### src/design/qid_pkg.sv
package qid_pkg;

  localparam int MAX_SIDE    = 1024;
  localparam int STACK_DEPTH = 32;

  localparam int SIDE_W      = 11;
  localparam int OUT_COORD_W = 10;
  localparam int SYM_W       = 8;
  localparam int STAR_W      = 20;

  localparam int COORD_W = $clog2(MAX_SIDE);
  localparam int GIDX_W  = $clog2(STACK_DEPTH);
  localparam int FILL_W  = $clog2(STACK_DEPTH + 1);

  localparam logic [SYM_W-1:0] CH_STAR = 8'h2A;
  localparam logic [SYM_W-1:0] CH_ZERO = 8'h30;
  localparam logic [SYM_W-1:0] CH_NINE = 8'h39;

  localparam logic [STAR_W-1:0] STAR_MAX = '1;

  // bit positions of a sibling group mask, in push order
  localparam int QB_BR = 0;
  localparam int QB_BL = 1;
  localparam int QB_TR = 2;
  localparam int QB_N  = 3;

  typedef logic [COORD_W-1:0] coord_t;

  typedef enum logic [1:0] {
    QD_BR,
    QD_BL,
    QD_TR
  } quad_t;

  typedef struct packed {
    coord_t r1;
    coord_t c1;
    coord_t r2;
    coord_t c2;
  } region_t;

  typedef struct packed {
    coord_t r1;
    coord_t c1;
    coord_t r2;
    coord_t c2;
    coord_t mr;
    coord_t mc;
  } stk_entry_t;

  typedef struct packed {
    logic             clr;
    logic             push;
    logic             pop;
    stk_entry_t       entry;
    logic [QB_N-1:0]  mask;
  } stk_cmd_t;

  typedef struct packed {
    logic [FILL_W-1:0] fill;
    region_t           child;
  } stk_stat_t;

  typedef struct packed {
    logic [SYM_W-1:0] symbol;
    logic             last;
  } qid_in_t;

  typedef struct packed {
    logic                   fill_valid;
    logic [OUT_COORD_W-1:0] row_first;
    logic [OUT_COORD_W-1:0] col_first;
    logic [OUT_COORD_W-1:0] row_final;
    logic [OUT_COORD_W-1:0] col_final;
    logic [SYM_W-1:0]       fill_symbol;
    logic [STAR_W-1:0]      star_count;
    logic                   end_of_image;
    logic                   decode_complete;
  } qid_out_t;

  function automatic logic [OUT_COORD_W-1:0] out_coord(coord_t c);
    logic [COORD_W+OUT_COORD_W-1:0] ext;
    ext = {{OUT_COORD_W{1'b0}}, c};
    return ext[OUT_COORD_W-1:0];
  endfunction

endpackage

### src/design/qid_ram.sv
module qid_ram #(
  parameter int WIDTH = 8,
  parameter int DEPTH = 16
) (
  input  logic                     clk,
  input  logic                     we,
  input  logic [$clog2(DEPTH)-1:0] waddr,
  input  logic [WIDTH-1:0]         wdata,
  input  logic                     re,
  input  logic [$clog2(DEPTH)-1:0] raddr,
  output logic [WIDTH-1:0]         rdata
);

  logic [WIDTH-1:0] mem [DEPTH];

  always_ff @(posedge clk) begin
    if (we) begin
      mem[waddr] <= wdata;
    end
    if (re) begin
      rdata <= mem[raddr];
    end
  end

endmodule

### src/design/qid_stack.sv
module qid_stack import qid_pkg::*; (
  input  logic      clk,
  input  logic      rst,
  input  stk_cmd_t  cmd,
  output stk_stat_t stat
);

  logic [FILL_W-1:0] gcount;
  logic [FILL_W-1:0] fill;
  logic [FILL_W-1:0] gcount_m1;
  logic [FILL_W-1:0] push_cnt;
  logic [GIDX_W-1:0] top_idx;
  logic [GIDX_W-1:0] push_idx;
  logic [QB_N-1:0]   gmask [STACK_DEPTH];
  logic [QB_N-1:0]   top_mask;
  logic [QB_N-1:0]   top_mask_next;
  quad_t             pop_sel;
  quad_t             child_sel;
  logic              do_push;
  logic              do_pop;
  stk_entry_t        rd_entry;
  coord_t            mr_p1;
  coord_t            mc_p1;

  assign do_push   = cmd.push && !cmd.clr;
  assign do_pop    = cmd.pop && !cmd.clr;
  assign gcount_m1 = gcount - 1'b1;
  assign top_idx   = gcount_m1[GIDX_W-1:0];
  assign push_idx  = gcount[GIDX_W-1:0];
  assign top_mask  = gmask[top_idx];
  assign push_cnt  = FILL_W'(cmd.mask[QB_BR]) + FILL_W'(cmd.mask[QB_BL])
                   + FILL_W'(cmd.mask[QB_TR]);

  always_comb begin
    top_mask_next = top_mask;
    if (top_mask[QB_TR]) begin
      pop_sel = QD_TR;
      top_mask_next[QB_TR] = 1'b0;
    end else if (top_mask[QB_BL]) begin
      pop_sel = QD_BL;
      top_mask_next[QB_BL] = 1'b0;
    end else begin
      pop_sel = QD_BR;
      top_mask_next[QB_BR] = 1'b0;
    end
  end

  always_ff @(posedge clk) begin
    if (rst || cmd.clr) begin
      gcount    <= '0;
      fill      <= '0;
      child_sel <= QD_BR;
    end else if (do_push) begin
      gcount <= gcount + 1'b1;
      fill   <= fill + push_cnt;
    end else if (do_pop) begin
      if (top_mask_next == '0) begin
        gcount <= gcount_m1;
      end
      fill      <= fill - 1'b1;
      child_sel <= pop_sel;
    end
  end

  always_ff @(posedge clk) begin
    if (do_push) begin
      gmask[push_idx] <= cmd.mask;
    end else if (do_pop) begin
      gmask[top_idx] <= top_mask_next;
    end
  end

  qid_ram #(
    .WIDTH($bits(stk_entry_t)),
    .DEPTH(STACK_DEPTH)
  ) u_ram (
    .clk  (clk),
    .we   (do_push),
    .waddr(push_idx),
    .wdata(cmd.entry),
    .re   (do_pop),
    .raddr(top_idx),
    .rdata(rd_entry)
  );

  assign mr_p1 = rd_entry.mr + 1'b1;
  assign mc_p1 = rd_entry.mc + 1'b1;

  always_comb begin
    stat.fill = fill;
    case (child_sel)
      QD_TR: begin
        stat.child.r1 = rd_entry.r1;
        stat.child.c1 = mc_p1;
        stat.child.r2 = rd_entry.mr;
        stat.child.c2 = rd_entry.c2;
      end
      QD_BL: begin
        stat.child.r1 = mr_p1;
        stat.child.c1 = rd_entry.c1;
        stat.child.r2 = rd_entry.r2;
        stat.child.c2 = rd_entry.mc;
      end
      default: begin
        stat.child.r1 = mr_p1;
        stat.child.c1 = mc_p1;
        stat.child.r2 = rd_entry.r2;
        stat.child.c2 = rd_entry.c2;
      end
    endcase
  end

endmodule

### src/design/qid_outbuf.sv
module qid_outbuf import qid_pkg::*; (
  input  logic     clk,
  input  logic     rst,
  input  logic     push,
  input  qid_out_t push_data,
  output logic     space,
  output logic     out_valid,
  input  logic     out_ready,
  output qid_out_t out_data
);

  localparam logic [1:0] OB_FULL = 2'd2;

  qid_out_t   slots [2];
  logic       wptr;
  logic       rptr;
  logic [1:0] cnt;
  logic       pop;

  assign space     = cnt != OB_FULL;
  assign out_valid = cnt != '0;
  assign out_data  = slots[rptr];
  assign pop       = out_valid && out_ready;

  always_ff @(posedge clk) begin
    if (rst) begin
      wptr <= 1'b0;
      rptr <= 1'b0;
      cnt  <= '0;
    end else begin
      if (push) begin
        wptr <= !wptr;
      end
      if (pop) begin
        rptr <= !rptr;
      end
      if (push && !pop) begin
        cnt <= cnt + 1'b1;
      end else if (pop && !push) begin
        cnt <= cnt - 1'b1;
      end
    end
  end

  always_ff @(posedge clk) begin
    if (push) begin
      slots[wptr] <= push_data;
    end
  end

endmodule

### src/design/quadtree_image_decoder.sv
// Quadtree image decoder.
// in channel: one beat per character of the compressed stream (symbol, last).
// out channel: one beat per rectangle fill, and one for the character marked
//   last even when it fills nothing; star count and completion ride along.
// cfg channel: one beat writes the image side and restarts the image; send it
//   only while no character is in flight and all results have been taken.
// Throughput: one character per cycle while in_ready is high. The sibling
//   stack sits in a one-port-read memory: a pop issues the read on the
//   accepting edge and the next character works on the registered read
//   data, so pops never stall the input.
// Sibling quadrants of one split are kept as one stack entry with a mask.
// Reset: side 1024, whole image pending, empty stack, star count zero.
// Receiver stall: a two-beat output buffer keeps taking characters until it
//   holds two undelivered results, then in_ready drops until a beat leaves.
module quadtree_image_decoder import qid_pkg::*; (
  input  logic              clk,
  input  logic              rst,
  input  logic              in_valid,
  output logic              in_ready,
  input  qid_in_t           in_data,
  output logic              out_valid,
  input  logic              out_ready,
  output qid_out_t          out_data,
  input  logic              cfg_valid,
  output logic              cfg_ready,
  input  logic [SIDE_W-1:0] cfg_data
);

  coord_t            side_m1;
  region_t           cur_reg;
  logic              cur_from_ram;
  logic              region_pending;
  logic              reading_digits;
  logic [STAR_W-1:0] star_counter;

  logic              in_fire;
  logic              cfg_fire;
  region_t           cur;
  logic              single;
  logic              is_digit;
  logic              is_star;
  logic [STAR_W-1:0] star_next;
  logic              do_fill;
  logic              do_split;
  logic              set_digits;
  logic              do_pop;
  logic              done;
  logic [COORD_W:0]  sum_r;
  logic [COORD_W:0]  sum_c;
  coord_t            mid_r;
  coord_t            mid_c;
  logic [QB_N-1:0]   nonempty;
  logic [QB_N-1:0]   push_mask;
  logic [FILL_W-1:0] room;
  logic [FILL_W-1:0] cnt;
  logic [SIDE_W+COORD_W-1:0] cfg_ext;
  logic [SIDE_W+COORD_W-1:0] cfg_m1;
  coord_t            cfg_side_m1;
  stk_cmd_t          stk_cmd;
  stk_stat_t         stk_stat;
  qid_out_t          res;
  logic              res_push;
  logic              space;

  assign in_ready  = space;
  assign cfg_ready = 1'b1;
  assign in_fire   = in_valid && in_ready;
  assign cfg_fire  = cfg_valid && cfg_ready;

  assign cfg_ext = {{COORD_W{1'b0}}, cfg_data};
  assign cfg_m1  = cfg_ext - 1'b1;
  always_comb begin
    if (cfg_ext == '0) begin
      cfg_side_m1 = '0;
    end else if (cfg_ext > (SIDE_W+COORD_W)'(MAX_SIDE)) begin
      cfg_side_m1 = COORD_W'(MAX_SIDE - 1);
    end else begin
      cfg_side_m1 = cfg_m1[COORD_W-1:0];
    end
  end

  assign cur      = cur_from_ram ? stk_stat.child : cur_reg;
  assign single   = (cur.r1 == cur.r2) && (cur.c1 == cur.c2);
  assign is_digit = (in_data.symbol >= CH_ZERO) && (in_data.symbol <= CH_NINE);
  assign is_star  = in_data.symbol == CH_STAR;
  assign star_next = (is_star && star_counter != STAR_MAX) ? star_counter + 1'b1
                                                            : star_counter;

  assign sum_r = {1'b0, cur.r1} + {1'b0, cur.r2};
  assign sum_c = {1'b0, cur.c1} + {1'b0, cur.c2};
  assign mid_r = sum_r[COORD_W:1];
  assign mid_c = sum_c[COORD_W:1];

  always_comb begin
    nonempty        = '0;
    nonempty[QB_BR] = (cur.r1 != cur.r2) && (cur.c1 != cur.c2);
    nonempty[QB_BL] = cur.r1 != cur.r2;
    nonempty[QB_TR] = cur.c1 != cur.c2;
  end

  assign room = FILL_W'(STACK_DEPTH) - stk_stat.fill;

  always_comb begin
    cnt       = '0;
    push_mask = '0;
    for (int i = 0; i < QB_N; i++) begin
      if (nonempty[i] && cnt < room) begin
        push_mask[i] = 1'b1;
        cnt          = cnt + 1'b1;
      end
    end
  end

  always_comb begin
    do_fill    = 1'b0;
    do_split   = 1'b0;
    set_digits = 1'b0;
    if (region_pending) begin
      if (reading_digits) begin
        do_fill = !is_digit;
      end else if (single) begin
        do_fill = 1'b1;
      end else if (is_digit) begin
        set_digits = 1'b1;
      end else begin
        do_split = 1'b1;
      end
    end
  end

  assign do_pop = do_fill && (stk_stat.fill != '0);
  assign done   = do_fill && (stk_stat.fill == '0);

  assign stk_cmd.clr         = cfg_fire || (in_fire && in_data.last);
  assign stk_cmd.push        = in_fire && do_split && (push_mask != '0);
  assign stk_cmd.pop         = in_fire && do_pop;
  assign stk_cmd.mask        = push_mask;
  assign stk_cmd.entry.r1    = cur.r1;
  assign stk_cmd.entry.c1    = cur.c1;
  assign stk_cmd.entry.r2    = cur.r2;
  assign stk_cmd.entry.c2    = cur.c2;
  assign stk_cmd.entry.mr    = mid_r;
  assign stk_cmd.entry.mc    = mid_c;

  qid_stack u_stack (
    .clk (clk),
    .rst (rst),
    .cmd (stk_cmd),
    .stat(stk_stat)
  );

  always_comb begin
    res.fill_valid      = do_fill;
    res.row_first       = do_fill ? out_coord(cur.r1) : '0;
    res.col_first       = do_fill ? out_coord(cur.c1) : '0;
    res.row_final       = do_fill ? out_coord(cur.r2) : '0;
    res.col_final       = do_fill ? out_coord(cur.c2) : '0;
    res.fill_symbol     = do_fill ? in_data.symbol : '0;
    res.star_count      = star_next;
    res.end_of_image    = in_data.last;
    res.decode_complete = !(region_pending && !done);
  end

  assign res_push = in_fire && (do_fill || in_data.last);

  qid_outbuf u_outbuf (
    .clk      (clk),
    .rst      (rst),
    .push     (res_push),
    .push_data(res),
    .space    (space),
    .out_valid(out_valid),
    .out_ready(out_ready),
    .out_data (out_data)
  );

  always_ff @(posedge clk) begin
    if (rst) begin
      side_m1        <= COORD_W'(MAX_SIDE - 1);
      cur_reg.r1     <= '0;
      cur_reg.c1     <= '0;
      cur_reg.r2     <= COORD_W'(MAX_SIDE - 1);
      cur_reg.c2     <= COORD_W'(MAX_SIDE - 1);
      cur_from_ram   <= 1'b0;
      region_pending <= 1'b1;
      reading_digits <= 1'b0;
      star_counter   <= '0;
    end else if (cfg_fire) begin
      side_m1        <= cfg_side_m1;
      cur_reg.r1     <= '0;
      cur_reg.c1     <= '0;
      cur_reg.r2     <= cfg_side_m1;
      cur_reg.c2     <= cfg_side_m1;
      cur_from_ram   <= 1'b0;
      region_pending <= 1'b1;
      reading_digits <= 1'b0;
      star_counter   <= '0;
    end else if (in_fire) begin
      if (in_data.last) begin
        cur_reg.r1     <= '0;
        cur_reg.c1     <= '0;
        cur_reg.r2     <= side_m1;
        cur_reg.c2     <= side_m1;
        cur_from_ram   <= 1'b0;
        region_pending <= 1'b1;
        reading_digits <= 1'b0;
        star_counter   <= '0;
      end else begin
        star_counter <= star_next;
        if (set_digits) begin
          reading_digits <= 1'b1;
        end
        if (do_fill) begin
          reading_digits <= 1'b0;
        end
        if (do_pop) begin
          cur_from_ram <= 1'b1;
        end
        if (done) begin
          region_pending <= 1'b0;
          cur_from_ram   <= 1'b0;
        end
        if (do_split) begin
          cur_reg.r1   <= cur.r1;
          cur_reg.c1   <= cur.c1;
          cur_reg.r2   <= mid_r;
          cur_reg.c2   <= mid_c;
          cur_from_ram <= 1'b0;
        end
      end
    end
  end

`ifndef SYNTHESIS
  a_fill_bound: assert property (@(posedge clk) disable iff (rst)
    stk_stat.fill <= FILL_W'(STACK_DEPTH))
    else $error("sibling stack fill beyond depth");

  a_ram_pending: assert property (@(posedge clk) disable iff (rst)
    cur_from_ram |-> region_pending)
    else $error("popped region without pending decode");

  a_digits_pending: assert property (@(posedge clk) disable iff (rst)
    reading_digits |-> region_pending)
    else $error("digit run without pending region");

  a_last_clears: assert property (@(posedge clk) disable iff (rst)
    (in_fire && in_data.last) |=> (stk_stat.fill == '0 && region_pending))
    else $error("image state not restarted after last beat");
`endif

endmodule
### config.mk
export PLATFORM = sky130hd
export DESIGN_NAME = quadtree_image_decoder
export DESIGN_NICKNAME = d
export VERILOG_FILES = /design/src/design/qid_pkg.sv /design/src/design/qid_ram.sv /design/src/design/qid_stack.sv /design/src/design/qid_outbuf.sv /design/src/design/quadtree_image_decoder.sv
export SDC_FILE = /design/constraint.sdc
export NUM_CORES = 2
export LEC_CHECK = 0
export ABC_AREA = 0
export BUFFER_PORTS_ARGS = -buffer_cell sky130_fd_sc_hd__buf_2
export CAP_MARGIN = 10
export CELL_PAD_IN_SITES_DETAIL_PLACEMENT = 1
export CELL_PAD_IN_SITES_GLOBAL_PLACEMENT = 1
export CORE_AREA = 5 5 413 415
export DETAILED_ROUTE_END_ITERATION = 6
export DIE_AREA = 0 0 418 420
export GPL_TIMING_DRIVEN = 1
export PLACE_DENSITY = 0.77
export SLEW_MARGIN = 20
export SYNTH_ARGS = -nofsm -noshare
export SYNTH_HDL_FRONTEND = slang
export SYNTH_SLANG_ARGS = --single-unit
export TNS_END_PERCENT = 20
### constraint.sdc
create_clock -name clk -period 13.15 [get_ports clk]
set_clock_uncertainty 0.15 [all_clocks]
set_input_delay 3.2875 -clock clk [delete_from_list [all_inputs] [get_ports clk]]
set_output_delay 3.2875 -clock clk [all_outputs]
set_load 0.03 [all_outputs]
==> summary.md <==
| Metric | Value |
|---|---|
| Clock tree root driver cell | `clkbuf_16` |
| Slowest cell on the critical path | `a21oi_4` |
| CTS sink cnt | `2309` |
| Post-DRT Antenna Nets | `0` |
| Power density cells | `151.9 mW/mm^2` |
| GR Overflow Total | `0` |
| WP data arrival | `9310 ps` |
| Core area | `around 0.17 mm^2` |
| FP Rows | `150` |
| DP HPWL | `148100 um` |
| CP Class | `reg -> reg` |
| Clk slew on worst S/H paths | `60 ps` |
| Final Hold Viols | `0` |
| Vias in the first global route | `47410` |
| Drt total wl | `about 250000 um` |
| First-pass GRT wire length | `360200 um` |
| Syn Inst Count | `4251` |
| Synth-to-layout area growth | `12.42%` |
| Final Cycle Share | `between 60% and 70%` |
| Worst stage delay on the critical path | `900 ps` |
| Wire length per cell | `about 37 um` |
| Layout Nets | `4531` |
| Outcome | `finished clean` |
| Share of layout cells above drive strength 1 | `30.48%` |
| Library cells used by synthesis | `~80` |
| CP max FO | `35` |
| RSZ-0062 raised after global routing | `no` |
| Post-route minimum period | `8981 ps` |
| Largest net degree at the start of global routing | `between 100 and 150` |
| Flops & latches, synth | `approximately 2300` |
| Full die area | `0.1756 mm^2` |
| # hold bufs at CTS | `0` |
| Critical Path RT | `13480 ps` |
| Worst setup SP type | `flop` |
| Number of remaining DRC errors | `0` |
| First-pass iteration count of the detailed router | `6` |
| Gpl congestion | `0.8674` |
| Global-route usage over all layers | `29.03%` |
| Sequential element share of the synthesized area | `75.34%` |
| Ys Warns | `0` |
| Antenna violations before repair | `26` |
| Syn_nets | `4318` |
| Highest ir drop seen on vdd | `148.3 uV` |
| Critical Path End Type | `flop` |
| Total power draw | `15500 uW` |
| Biggest register | `u_stack.u_ram.mem` |
| Mean Syn Cell Area | `21.37 um^2` |
| Buffers on Ports | `97` |
| Post-CTS setup buffers | `0` |
| Via-to-Cell Ratio | `6.742` |
| EDFF count, synth | `2218` |
| Placement Cell Area | `~0.095 mm^2` |
| CP dominant cell by count | `ha_1` |
| Critical path buffers and inverters | `6` |
| CTS max path bufs | `3` |
| IO Count | `99` |
| Final Max Tran Viols | `0` |
| Relative slew slack | `19.10%` |
| TritonCTS clock tree | `done` |
| Clock Latency Late Sink | `roughly 870 ps` |
| Leak | `about 0.03 uW` |
| Top Family by Delay on Critical Path | `simple AND/OR/NAND/NOR gates` |
| Hold Path Class | `reg -> reg` |
| Die height | `420 um` |
| Mapped cell area | `approximately 0.09 mm^2` |
| Initial Util | `between 50% and 60%` |
| DR vias | `between 40000 and 50000` |
| Primary FF master, synth | `edfxtp_1` |
| Drt initial violations | `around 6600` |
| Fin area | `0.1021 mm^2` |
| Post-CTS sizing | `0` |
| Max reg flops | `1920` |
| Die Span X | `between 400 and 500 um` |
| CTS buffer count | `221` |
| Setup_tns | `0 ps` |
| Synth async-reset ratio | `0%` |
| Regs by FF count | `u_stack.u_ram.mem (1920), u_outbuf.slots (142), u_stack.gmask (96)` |
| CTS H-tree depth | `4` |
| Post-layout util | `61.40%` |
| Max-capacitance violation count | `0` |
| Worst slew pin tran | `1214 ps` |
| Number of setup violations in the final report | `0` |
| Max Freq | `111.3 MHz` |
-- power breakdown --
part	switching, uW	internal [uW]
clock network	2770	3500
logic	724	320
registers	38.9	8160
-- worst reg2reg max path: stages (launching register included) --
cell	delay (ps)
dfxtp_1	370
inv_1	60
ha_1	370
nor2b_2	630
a22oi_1	280
a21oi_4	900
ha_1	500
nor4_1	500
nand3_1	370
nand2_1	140
a21oi_1	90
nor2_1	120
o31a_1	210
inv_1	60
ha_1	320
inv_1	70
ha_1	160
nor2_1	60
nor2_1	140
o22a_1	150
o21ai_1	130
a211oi_2	250
buf_4	270
nand2_2	470
nor2_4	610
buf_4	630
buf_4	550
-- final timing paths --
kind                                            endpoint  cells after the start  slack (ps)                 start
worst max-delay path            u_stack.u_ram.mem[0][35]                     26        4170  u_stack.child_sel[0]
worst min register to register                side_m1[5]                      2         300            side_m1[5]
worst min-delay path                          side_m1[5]                      2         300            side_m1[5]
worst max register to register  u_stack.u_ram.mem[0][35]                     26        4170  u_stack.child_sel[0]
-- metal layers --
metal	part of all wire, %	track usage [%]	vias to the layer above
met1	37	40.62	24530
met4	4.1	10.53	12
met5	0.030	0	-
met3	12	6.876	455
li1	-	-	18170
met2	47	45.40	3103
-- logic make-up after synthesis --
kind of cell               after synthesis  share of synthesized area [%]
other                                    1                       0.004129
buffers and inverters                  271                          1.164
and+or+nand+nor                        480                          2.500
xor gates and xnor gates                62                         0.6144
muxes                                  788                          17.57
DFF                                   2309                          75.34
AOI/OAI and AO/OA                      293                          2.146
adders and majority gates               47                         0.6585
-- synthesized netlist by cell type, drive strengths merged (19+ instances only) --
cell,instances,share of area (%)
a21oi,85,0.47
and2,19,0.13
mux4,630,16
nor2,217,0.90
nand2,70,0.29
a22oi,58,0.48
nor3,29,0.17
xnor2,26,0.26
xor2,36,0.36
and3,40,0.28
inv,41,0.17
buf,63,0.30
nand3,21,0.12
o21ai,39,0.21
dfxtp,91,2.0
clkbuf,166,0.69
mux2,140,1.7
ha,39,0.54
edfxtp,2218,73
-- layout by cell type, fill, tap and decap left out, drive strengths merged, types with 14 or more instances in the layout --
cell    Yosys  routed
edfxtp   2218    2218
mux4      630     630
clkbuf    166     279
buf        63     219
nor2      217     217
mux2      140     140
clkinv      1     100
dfxtp      91      91
a21oi      85      85
nand2      70      70
a22oi      58      58
inv        41      46
and3       40      40
ha         39      39
o21ai      39      39
xor2       36      36
nor3       29      29
xnor2      26      26
nand3      21      21
and2       19      19
mux2i      18      18
bufinv      0      16
nand2b     16      16
o211ai     14      14
-- through the flow --
step	hold slack (ps)	setup slack, ps	std cells
global placement	282.7	4343	6441
finish	303.8	4169	6863
floorplan	272.0	2550	4251
global route	336.6	3920	6859
CTS	304.3	3960	6853
detailed placement	293.8	3971	6442
-- cell type report --
class	count	area, um^2
sequential	2309	68440
fill	13690	64180
multi-input combinational	1671	22000
clock buffer	279	5892
tap	2204	2758
timing repair buffer	219	1582
clock inverter	132	1255
inverter	42	160.2
antenna	7	17.52
(Power assumes the default switching activity.)
